$ cat config.mk
export PLATFORM = sky130hd
export DESIGN_NAME = bmg_sqrt
export DESIGN_NICKNAME = d
export VERILOG_FILES = /design/src/rtl/bmg_pkg.sv /design/src/rtl/bmg_sqrt.sv
export SDC_FILE = /design/constraint.sdc
export NUM_CORES = 2
export LEC_CHECK = 0
export BUFFER_PORTS_ARGS = -buffer_cell sky130_fd_sc_hd__buf_2
export CAP_MARGIN = 0
export CORE_MARGIN = 5
export CORE_UTILIZATION = 50
export CTS_BUF_LIST = sky130_fd_sc_hd__clkbuf_4 sky130_fd_sc_hd__clkbuf_8
export DETAILED_ROUTE_END_ITERATION = 12
export PLACE_DENSITY = 0.76
export SYNTH_ARGS = -nofsm -noshare
export SYNTH_HDL_FRONTEND = slang
export SYNTH_SLANG_ARGS = --single-unit
$ cat constraint.sdc
create_clock -name clock -period 6.75 [get_ports clock]
set_input_delay 1.35 -clock clock [delete_from_list [all_inputs] [get_ports clock]]
set_output_delay 1.35 -clock clock [all_outputs]
set_load 0.03 [all_outputs]
$ cat src/rtl/bmg_pkg.sv
// ----------------------------------------------------------------------------
// bmg_pkg
// Shared constants, tables and types for the Box-Muller gaussian generator.
// ----------------------------------------------------------------------------
package bmg_pkg;

   // number of rotation stages requested and actually built
   localparam int CORDIC_STAGES = 24;
   localparam int CORDIC_N      = (CORDIC_STAGES < 32) ? CORDIC_STAGES : 32;

   // fraction bits of the log and radius
   localparam int LOG_FRAC = 26;

   // digits of the square root result (58-bit radicand)
   localparam int SQRT_N = 29;

   // 2 ln 2 in Q2.30 and inverse rotation gain in Q0.32
   localparam logic [31:0] TWO_LN2_Q30 = 32'd1488522236;
   localparam logic [31:0] KINV_Q32    = 32'd2608131496;

   // register indexes on the csr port
   localparam logic REG_MEAN = 1'b0;
   localparam logic REG_STD  = 1'b1;

   // arctangent of 2^-i in units of 2^-32 of a full turn
   localparam logic [31:0] ATAN_TURNS [32] = '{
      32'd536870912, 32'd316933406, 32'd167458907, 32'd85004756,
      32'd42667331,  32'd21354465,  32'd10679838,  32'd5340245,
      32'd2670163,   32'd1335087,   32'd667544,    32'd333772,
      32'd166886,    32'd83443,     32'd41722,     32'd20861,
      32'd10430,     32'd5215,      32'd2608,      32'd1304,
      32'd652,       32'd326,       32'd163,       32'd81,
      32'd41,        32'd20,        32'd10,        32'd5,
      32'd3,         32'd1,         32'd1,         32'd0
   };

   // side data that travels with each beat through the pipeline
   typedef struct packed {
      logic        clip;
      logic [31:0] angle;
   } tag_type;

endpackage

$ cat src/rtl/bmg_sqrt.sv
// ----------------------------------------------------------------------------
// bmg_sqrt
// Digit-by-digit integer square root of x << 26, one result bit per stage.
// ----------------------------------------------------------------------------
module bmg_sqrt (
   input  logic             clock,
   input  logic             reset,
   input  logic             en,
   input  logic             in_valid,
   input  bmg_pkg::tag_type in_tag,
   input  logic [31:0]      x_val,
   output logic             out_valid,
   output bmg_pkg::tag_type out_tag,
   output logic [28:0]      root
);

   localparam int N = bmg_pkg::SQRT_N;

   logic             vld_ff  [0:N];
   logic [31:0]      rem_ff  [0:N];
   logic [28:0]      root_ff [0:N];
   logic [31:0]      xs_ff   [0:N];
   bmg_pkg::tag_type tg_ff   [0:N];

   assign vld_ff[0]  = in_valid;
   assign rem_ff[0]  = '0;
   assign root_ff[0] = '0;
   assign xs_ff[0]   = x_val;
   assign tg_ff[0]   = in_tag;

   // radicand pairs come from x first, then from the zero low bits
   for (genvar j = 0; j < N; j++) begin : g_dig
      logic [31:0] r4;
      logic [31:0] trial;
      logic        ge;

      always_comb begin
         r4    = {rem_ff[j][29:0], xs_ff[j][31:30]};
         trial = {1'b0, root_ff[j], 2'b01};
         ge    = (r4 >= trial);
      end

      always_ff @(posedge clock) begin
         if (reset) begin
            vld_ff[j+1] <= 1'b0;
         end else if (en) begin
            vld_ff[j+1] <= vld_ff[j];
         end
      end

      always_ff @(posedge clock) begin
         if (en) begin
            rem_ff[j+1]  <= ge ? (r4 - trial) : r4;
            root_ff[j+1] <= {root_ff[j][27:0], ge};
            xs_ff[j+1]   <= {xs_ff[j][29:0], 2'b00};
            tg_ff[j+1]   <= tg_ff[j];
         end
      end
   end

   assign out_valid = vld_ff[N];
   assign out_tag   = tg_ff[N];
   assign root      = root_ff[N];

endmodule

* Yosys cells after proc, flatten, opt, wreduce, memory -nomap -nowiden
Index checks and enable logic that the tools add are counted.
Storage, ports and cells: flip-flop bits (word level) 2474, input port bits 69, output and inout port bits 63, logic and storage cells 257
Cells by class: add/sub/neg operators 28, magnitude comparators 29, mux-type cells 28
Operators by type and width (count):
- 2-to-1 mux 30 bit | 27
- >= comparator 32 x 10 -> 1 bit | 1
- >= comparator 32 x 11 -> 1 bit | 1
- >= comparator 32 x 12 -> 1 bit | 1
- >= comparator 32 x 13 -> 1 bit | 1
- >= comparator 32 x 14 -> 1 bit | 1
- >= comparator 32 x 15 -> 1 bit | 1
- >= comparator 32 x 16 -> 1 bit | 1
- >= comparator 32 x 17 -> 1 bit | 1
- >= comparator 32 x 18 -> 1 bit | 1
- >= comparator 32 x 19 -> 1 bit | 1
- >= comparator 32 x 20 -> 1 bit | 1
- >= comparator 32 x 21 -> 1 bit | 1
- >= comparator 32 x 22 -> 1 bit | 1
- >= comparator 32 x 23 -> 1 bit | 1
- >= comparator 32 x 24 -> 1 bit | 1
- >= comparator 32 x 25 -> 1 bit | 1
- >= comparator 32 x 26 -> 1 bit | 1
- >= comparator 32 x 27 -> 1 bit | 1
- >= comparator 32 x 28 -> 1 bit | 1
- >= comparator 32 x 29 -> 1 bit | 1
- >= comparator 32 x 3 -> 1 bit | 1
- >= comparator 32 x 30 -> 1 bit | 1
- >= comparator 32 x 4 -> 1 bit | 1
- other kinds (35) | 35

* Longest topological paths before layout
depth after elaboration 2, gate-level depth with buffers 15, mapped depth without buffers 14

* Least setup slack after synthesis
Ideal clock, no wire load.
path type reg-to-reg, start register root_ff, in the netlist g_dig[26].trial[2], end register rem_ff, in the netlist g_dig[27].r4[24] (data pin), library setup time 260 ps, data arrival time 3201 ps, data required time 6490 ps, path slack 3289 ps, cell stages (with the launch flop) 14, buffers on the path 1, path through edfxtp_1 inv_1 ha_1 inv_1 fa_1 nor2b_1 o221ai_1 a21oi_1 o21ai_0 a21oi_1 a21oi_1 o31ai_2 buf_2 mux2_2
On the way: word-level cells in the longest chain between the ends 2, elaborated cells on any way between the ends 3, those cells by class add/sub (1); order compare (1); mux (1)
RTL lines:
- start: declaration | line bmg_sqrt.sv:21 | logic [28:0] root_ff [0:N];
- start signal: indexed assignment | line bmg_sqrt.sv:54 | root_ff[j+1] <= {root_ff[j][27:0], ge};
- subtractor 30 x 28 -> 30 bit or >= comparator 32 x 28 -> 1 bit (tied branches) | line bmg_sqrt.sv:53, bmg_sqrt.sv:40
- 2-to-1 mux 30 bit * | line bmg_sqrt.sv:53 | rem_ff[j+1] <= ge ? (r4 - trial) : r4;
- end signal: indexed assignment | line bmg_sqrt.sv:53
- end: declaration | line bmg_sqrt.sv:20 | logic [31:0] rem_ff [0:N];
Every way passes the cells marked *; elsewhere a longest branch is shown, timed or not. A chain may end at the register's enable or synchronous reset.

* Worst setup path after layout
start register root_ff, in the netlist g_dig[26].trial[2], end register rem_ff, in the netlist g_dig[27].r4[22] (data pin)
Same word-level chain as after synthesis.

==> out/summary.txt <==
reg2reg setup slack -> 2.48 ns
largest net degree at the start of global routing -> 182
CP Class -> reg -> reg
Hold-fix buffers, CTS -> 0
Skew-Pair Late Insertion Delay -> 1.08 ns
worst vdd ir -> 295 µV
setup violators final -> 0
Hold Violations, Final -> 0
Rows -> 168
final worst-path cycle share -> 63.2%
register area share after synthesis -> 69.2%
H-tree depth -> 5
worst-path maximum fanout -> 36
CP startpoint -> g_dig[26].trial[2]$_DFFE_PP_
pwr dens -> 324 mW/mm²
Post-layout nets -> 8,458
Slew headroom -> 34.2%
WL/cell -> 17.4 µm
CP Launch Type -> register
clk sinks -> 2,447
setup TNS -> 0 ns
Post-CTS Setup Bufs -> 0
clk_skew -> 0.0828 ns
1st-pass router iterations -> 7
final slew viol count -> 0
die area -> 0.221 mm²
post-cts resize count -> 0
Total Power -> 38.1 mW
Detailed Route WL -> 192,000 µm
Synth async-reset ratio -> 0%
Leak -> 44.5 nW
Syn Std Cell Area -> 0.106 mm²
initial DRC count -> 4,573
Yosys warning total -> 0
Worst Path Buf+Inv -> 3
required time of the critical path -> 7.53 ns
area of the core -> 0.210 mm²
hold_sp -> xs_ff[663]$_DFFE_PP_
commonest cells after routing, fill and taps aside -> edfxtp_1 (2,418), inv_1 (596), nor2_1 (457)
vias after detailed routing -> 59,400
Final ANT Viol Nets -> 0
cell count after synthesis -> 7,494
Max-cap violations -> 0
Layout area overhead -> 11.1%
Max Root-Sink Buffers -> 4
CTS tree -> done
gpl congestion -> 0.903
Max stage delay on crit path -> 0.53 ns
Mapped Nets -> 8,016
chip width -> 470 µm
CP Data Arrival Time -> 5.05 ns
most common cell after layout, fill and taps aside -> edfxtp_1
Initial Util -> 50.4%
number of global-route vias before repair -> 59,500
r2r startpoint -> g_dig[26].trial[2]$_DFFE_PP_
first-pass GRT wire length -> 309,000 µm
critical path's slowest cell -> o31ai_4
status -> completed
minimum clock period -> 4.27 ns
DR vias/cell -> 5.38
#FFs+latches synth -> 2,447
Top cell by count, worst path -> a21oi_1
post-DP HPWL -> 134,000 µm
Worst-Margin Slew -> 0.987 ns
# DRC -> 0
crit path capture type -> register
gr usage total -> 17.1%
critical-path cell list -> inv_1, ha_1, inv_1, fa_1, nor2b_1, o221ai_1, a21oi_1, o21ai_0, a21oi_1, a21oi_1, o31ai_4, buf_4, mux2_2
Yosys cell types -> 99
Max Fclk -> 234 MHz
pre-CTS setup slack -> 2.50 ns
initial antenna violation count -> 6
top cell family by delay on the critical path -> compound AO/OA/AOI/OAI gates
Top FF cell, synth -> edfxtp_1
Root Buffer -> clkbuf_8
Num CTS Buffers -> 397
final critical-path setup slack -> 2.48 ns
ratio of cells with drive above 1 in the final layout -> 11.2%
worst hold path class -> reg -> reg
RSZ-0062 raised after global routing -> false
IO buf count -> 131
Synth Area per Inst -> 14.1 µm²
# IOs -> 132
Congestion Overflow GR -> 0
Die Y -> 470 µm
EDFF count, synth -> 2,418
Clk pin slew, worst setup/hold paths -> 0.06 ns
==> per-stage QoR <==
step | area [µm²] | instances | hold WS (ns) | utilization, %
after detailed placement | 110000 | 10300 | 0.405 | 52.3
after floorplan | 106000 | 7494 | 0.400 | -
after CTS | 117000 | 11000 | 0.281 | 55.9
after global routing | 117000 | 11000 | 0.330 | 55.9
after global placement | 110000 | 10300 | 0.400 | 52.3
final | 117000 | 11000 | 0.353 | 55.9
==> flip-flops by register name, summed over array words and instances (netlist names) <==
signal       flops
out_tag         33
g_dig.trial    406
g_dig.r4       816
xs_ff          210
vld_ff          28
tg_ff          924
root            29
out_valid        1
==> cell families after synthesis <==
| group | after synthesis | synth area share [%] |
|---|---|---|
| other | 1 | 0.00355 |
| AOI/OAI and AO/OA | 1377 | 8.13 |
| adders and majority gates | 453 | 5.45 |
| DFF | 2447 | 69.2 |
| buffers and inverters | 746 | 2.78 |
| muxes | 118 | 1.20 |
| xor gates and xnor gates | 611 | 5.06 |
| and+or+nand+nor | 1741 | 8.16 |
==> final cells by class <==
class / count / area, µm²
Tap cell: 2805 / 3510
Timing Repair Buffer: 190 / 1280
Antenna cell: 6 / 15.0
Multi-Input combinational cell: 4301 / 29700
Clock buffer: 509 / 6340
Fill cell: 16300 / 92500
Clock inverter: 185 / 1200
Sequential cell: 2447 / 73200
Inverter: 599 / 2250
==> worst register-to-register path, stage by stage (launching register included) <==
cell and delay (ns):
edfxtp_1 0.39, inv_1 0.09, ha_1 0.17, inv_1 0.06
fa_1 0.39, nor2b_1 0.17, o221ai_1 0.16, a21oi_1 0.24
o21ai_0 0.19, a21oi_1 0.46, a21oi_1 0.26, o31ai_4 0.53
buf_4 0.46, mux2_2 0.41
==> per-layer routing <==
metal / vias to the layer above / routed length [µm] / track usage (%) / share of wire, %
met1: 28800 / 79900 / 21.6 / 42
met3: 402 / 9410 / 3.06 / 4.9
met2: 1492 / 96600 / 29.6 / 50
met4: 0 / 5620 / 6.09 / 2.9
met5: - / 0 / 0 / 0
li1: 28700 / - / - / -
==> final timing paths <==
kind / endpoint / cells past startpoint
worst max-delay path: g_dig[27].r4[22]$_DFFE_PP_ / 13
worst min-delay path: xs_ff[633]$_DFFE_PP_ / 0
worst max register to register: g_dig[27].r4[22]$_DFFE_PP_ / 13
worst min register to register: xs_ff[633]$_DFFE_PP_ / 0
==> synth_stat cells (70+ instances only) <==
library cell	instances	share of area (%)
xor2_1	293	2.4
o21ai_0	364	1.7
nor3_1	155	0.73
nor4_1	90	0.53
nor2_1	458	1.6
xnor2_1	318	2.6
a21oi_1	418	2.0
clkbuf_1	98	0.35
o21a_1	88	0.62
mux2_2	70	0.75
edfxtp_1	2418	69
a21o_1	176	1.2
nand2b_1	91	0.54
ha_1	441	5.2
nand2_1	442	1.6
nand3_1	93	0.44
inv_1	596	2.1
==> power breakdown <==
group	internal, mW	switching (mW)	leakage (nW)	total [mW]
combinational	2.62	3.52	17.1	6.14
clock	6.66	5.48	3.99	12.1
sequential	18.8	1.03	23.4	19.8
Note: power is estimated with default switching activity, not from simulation.
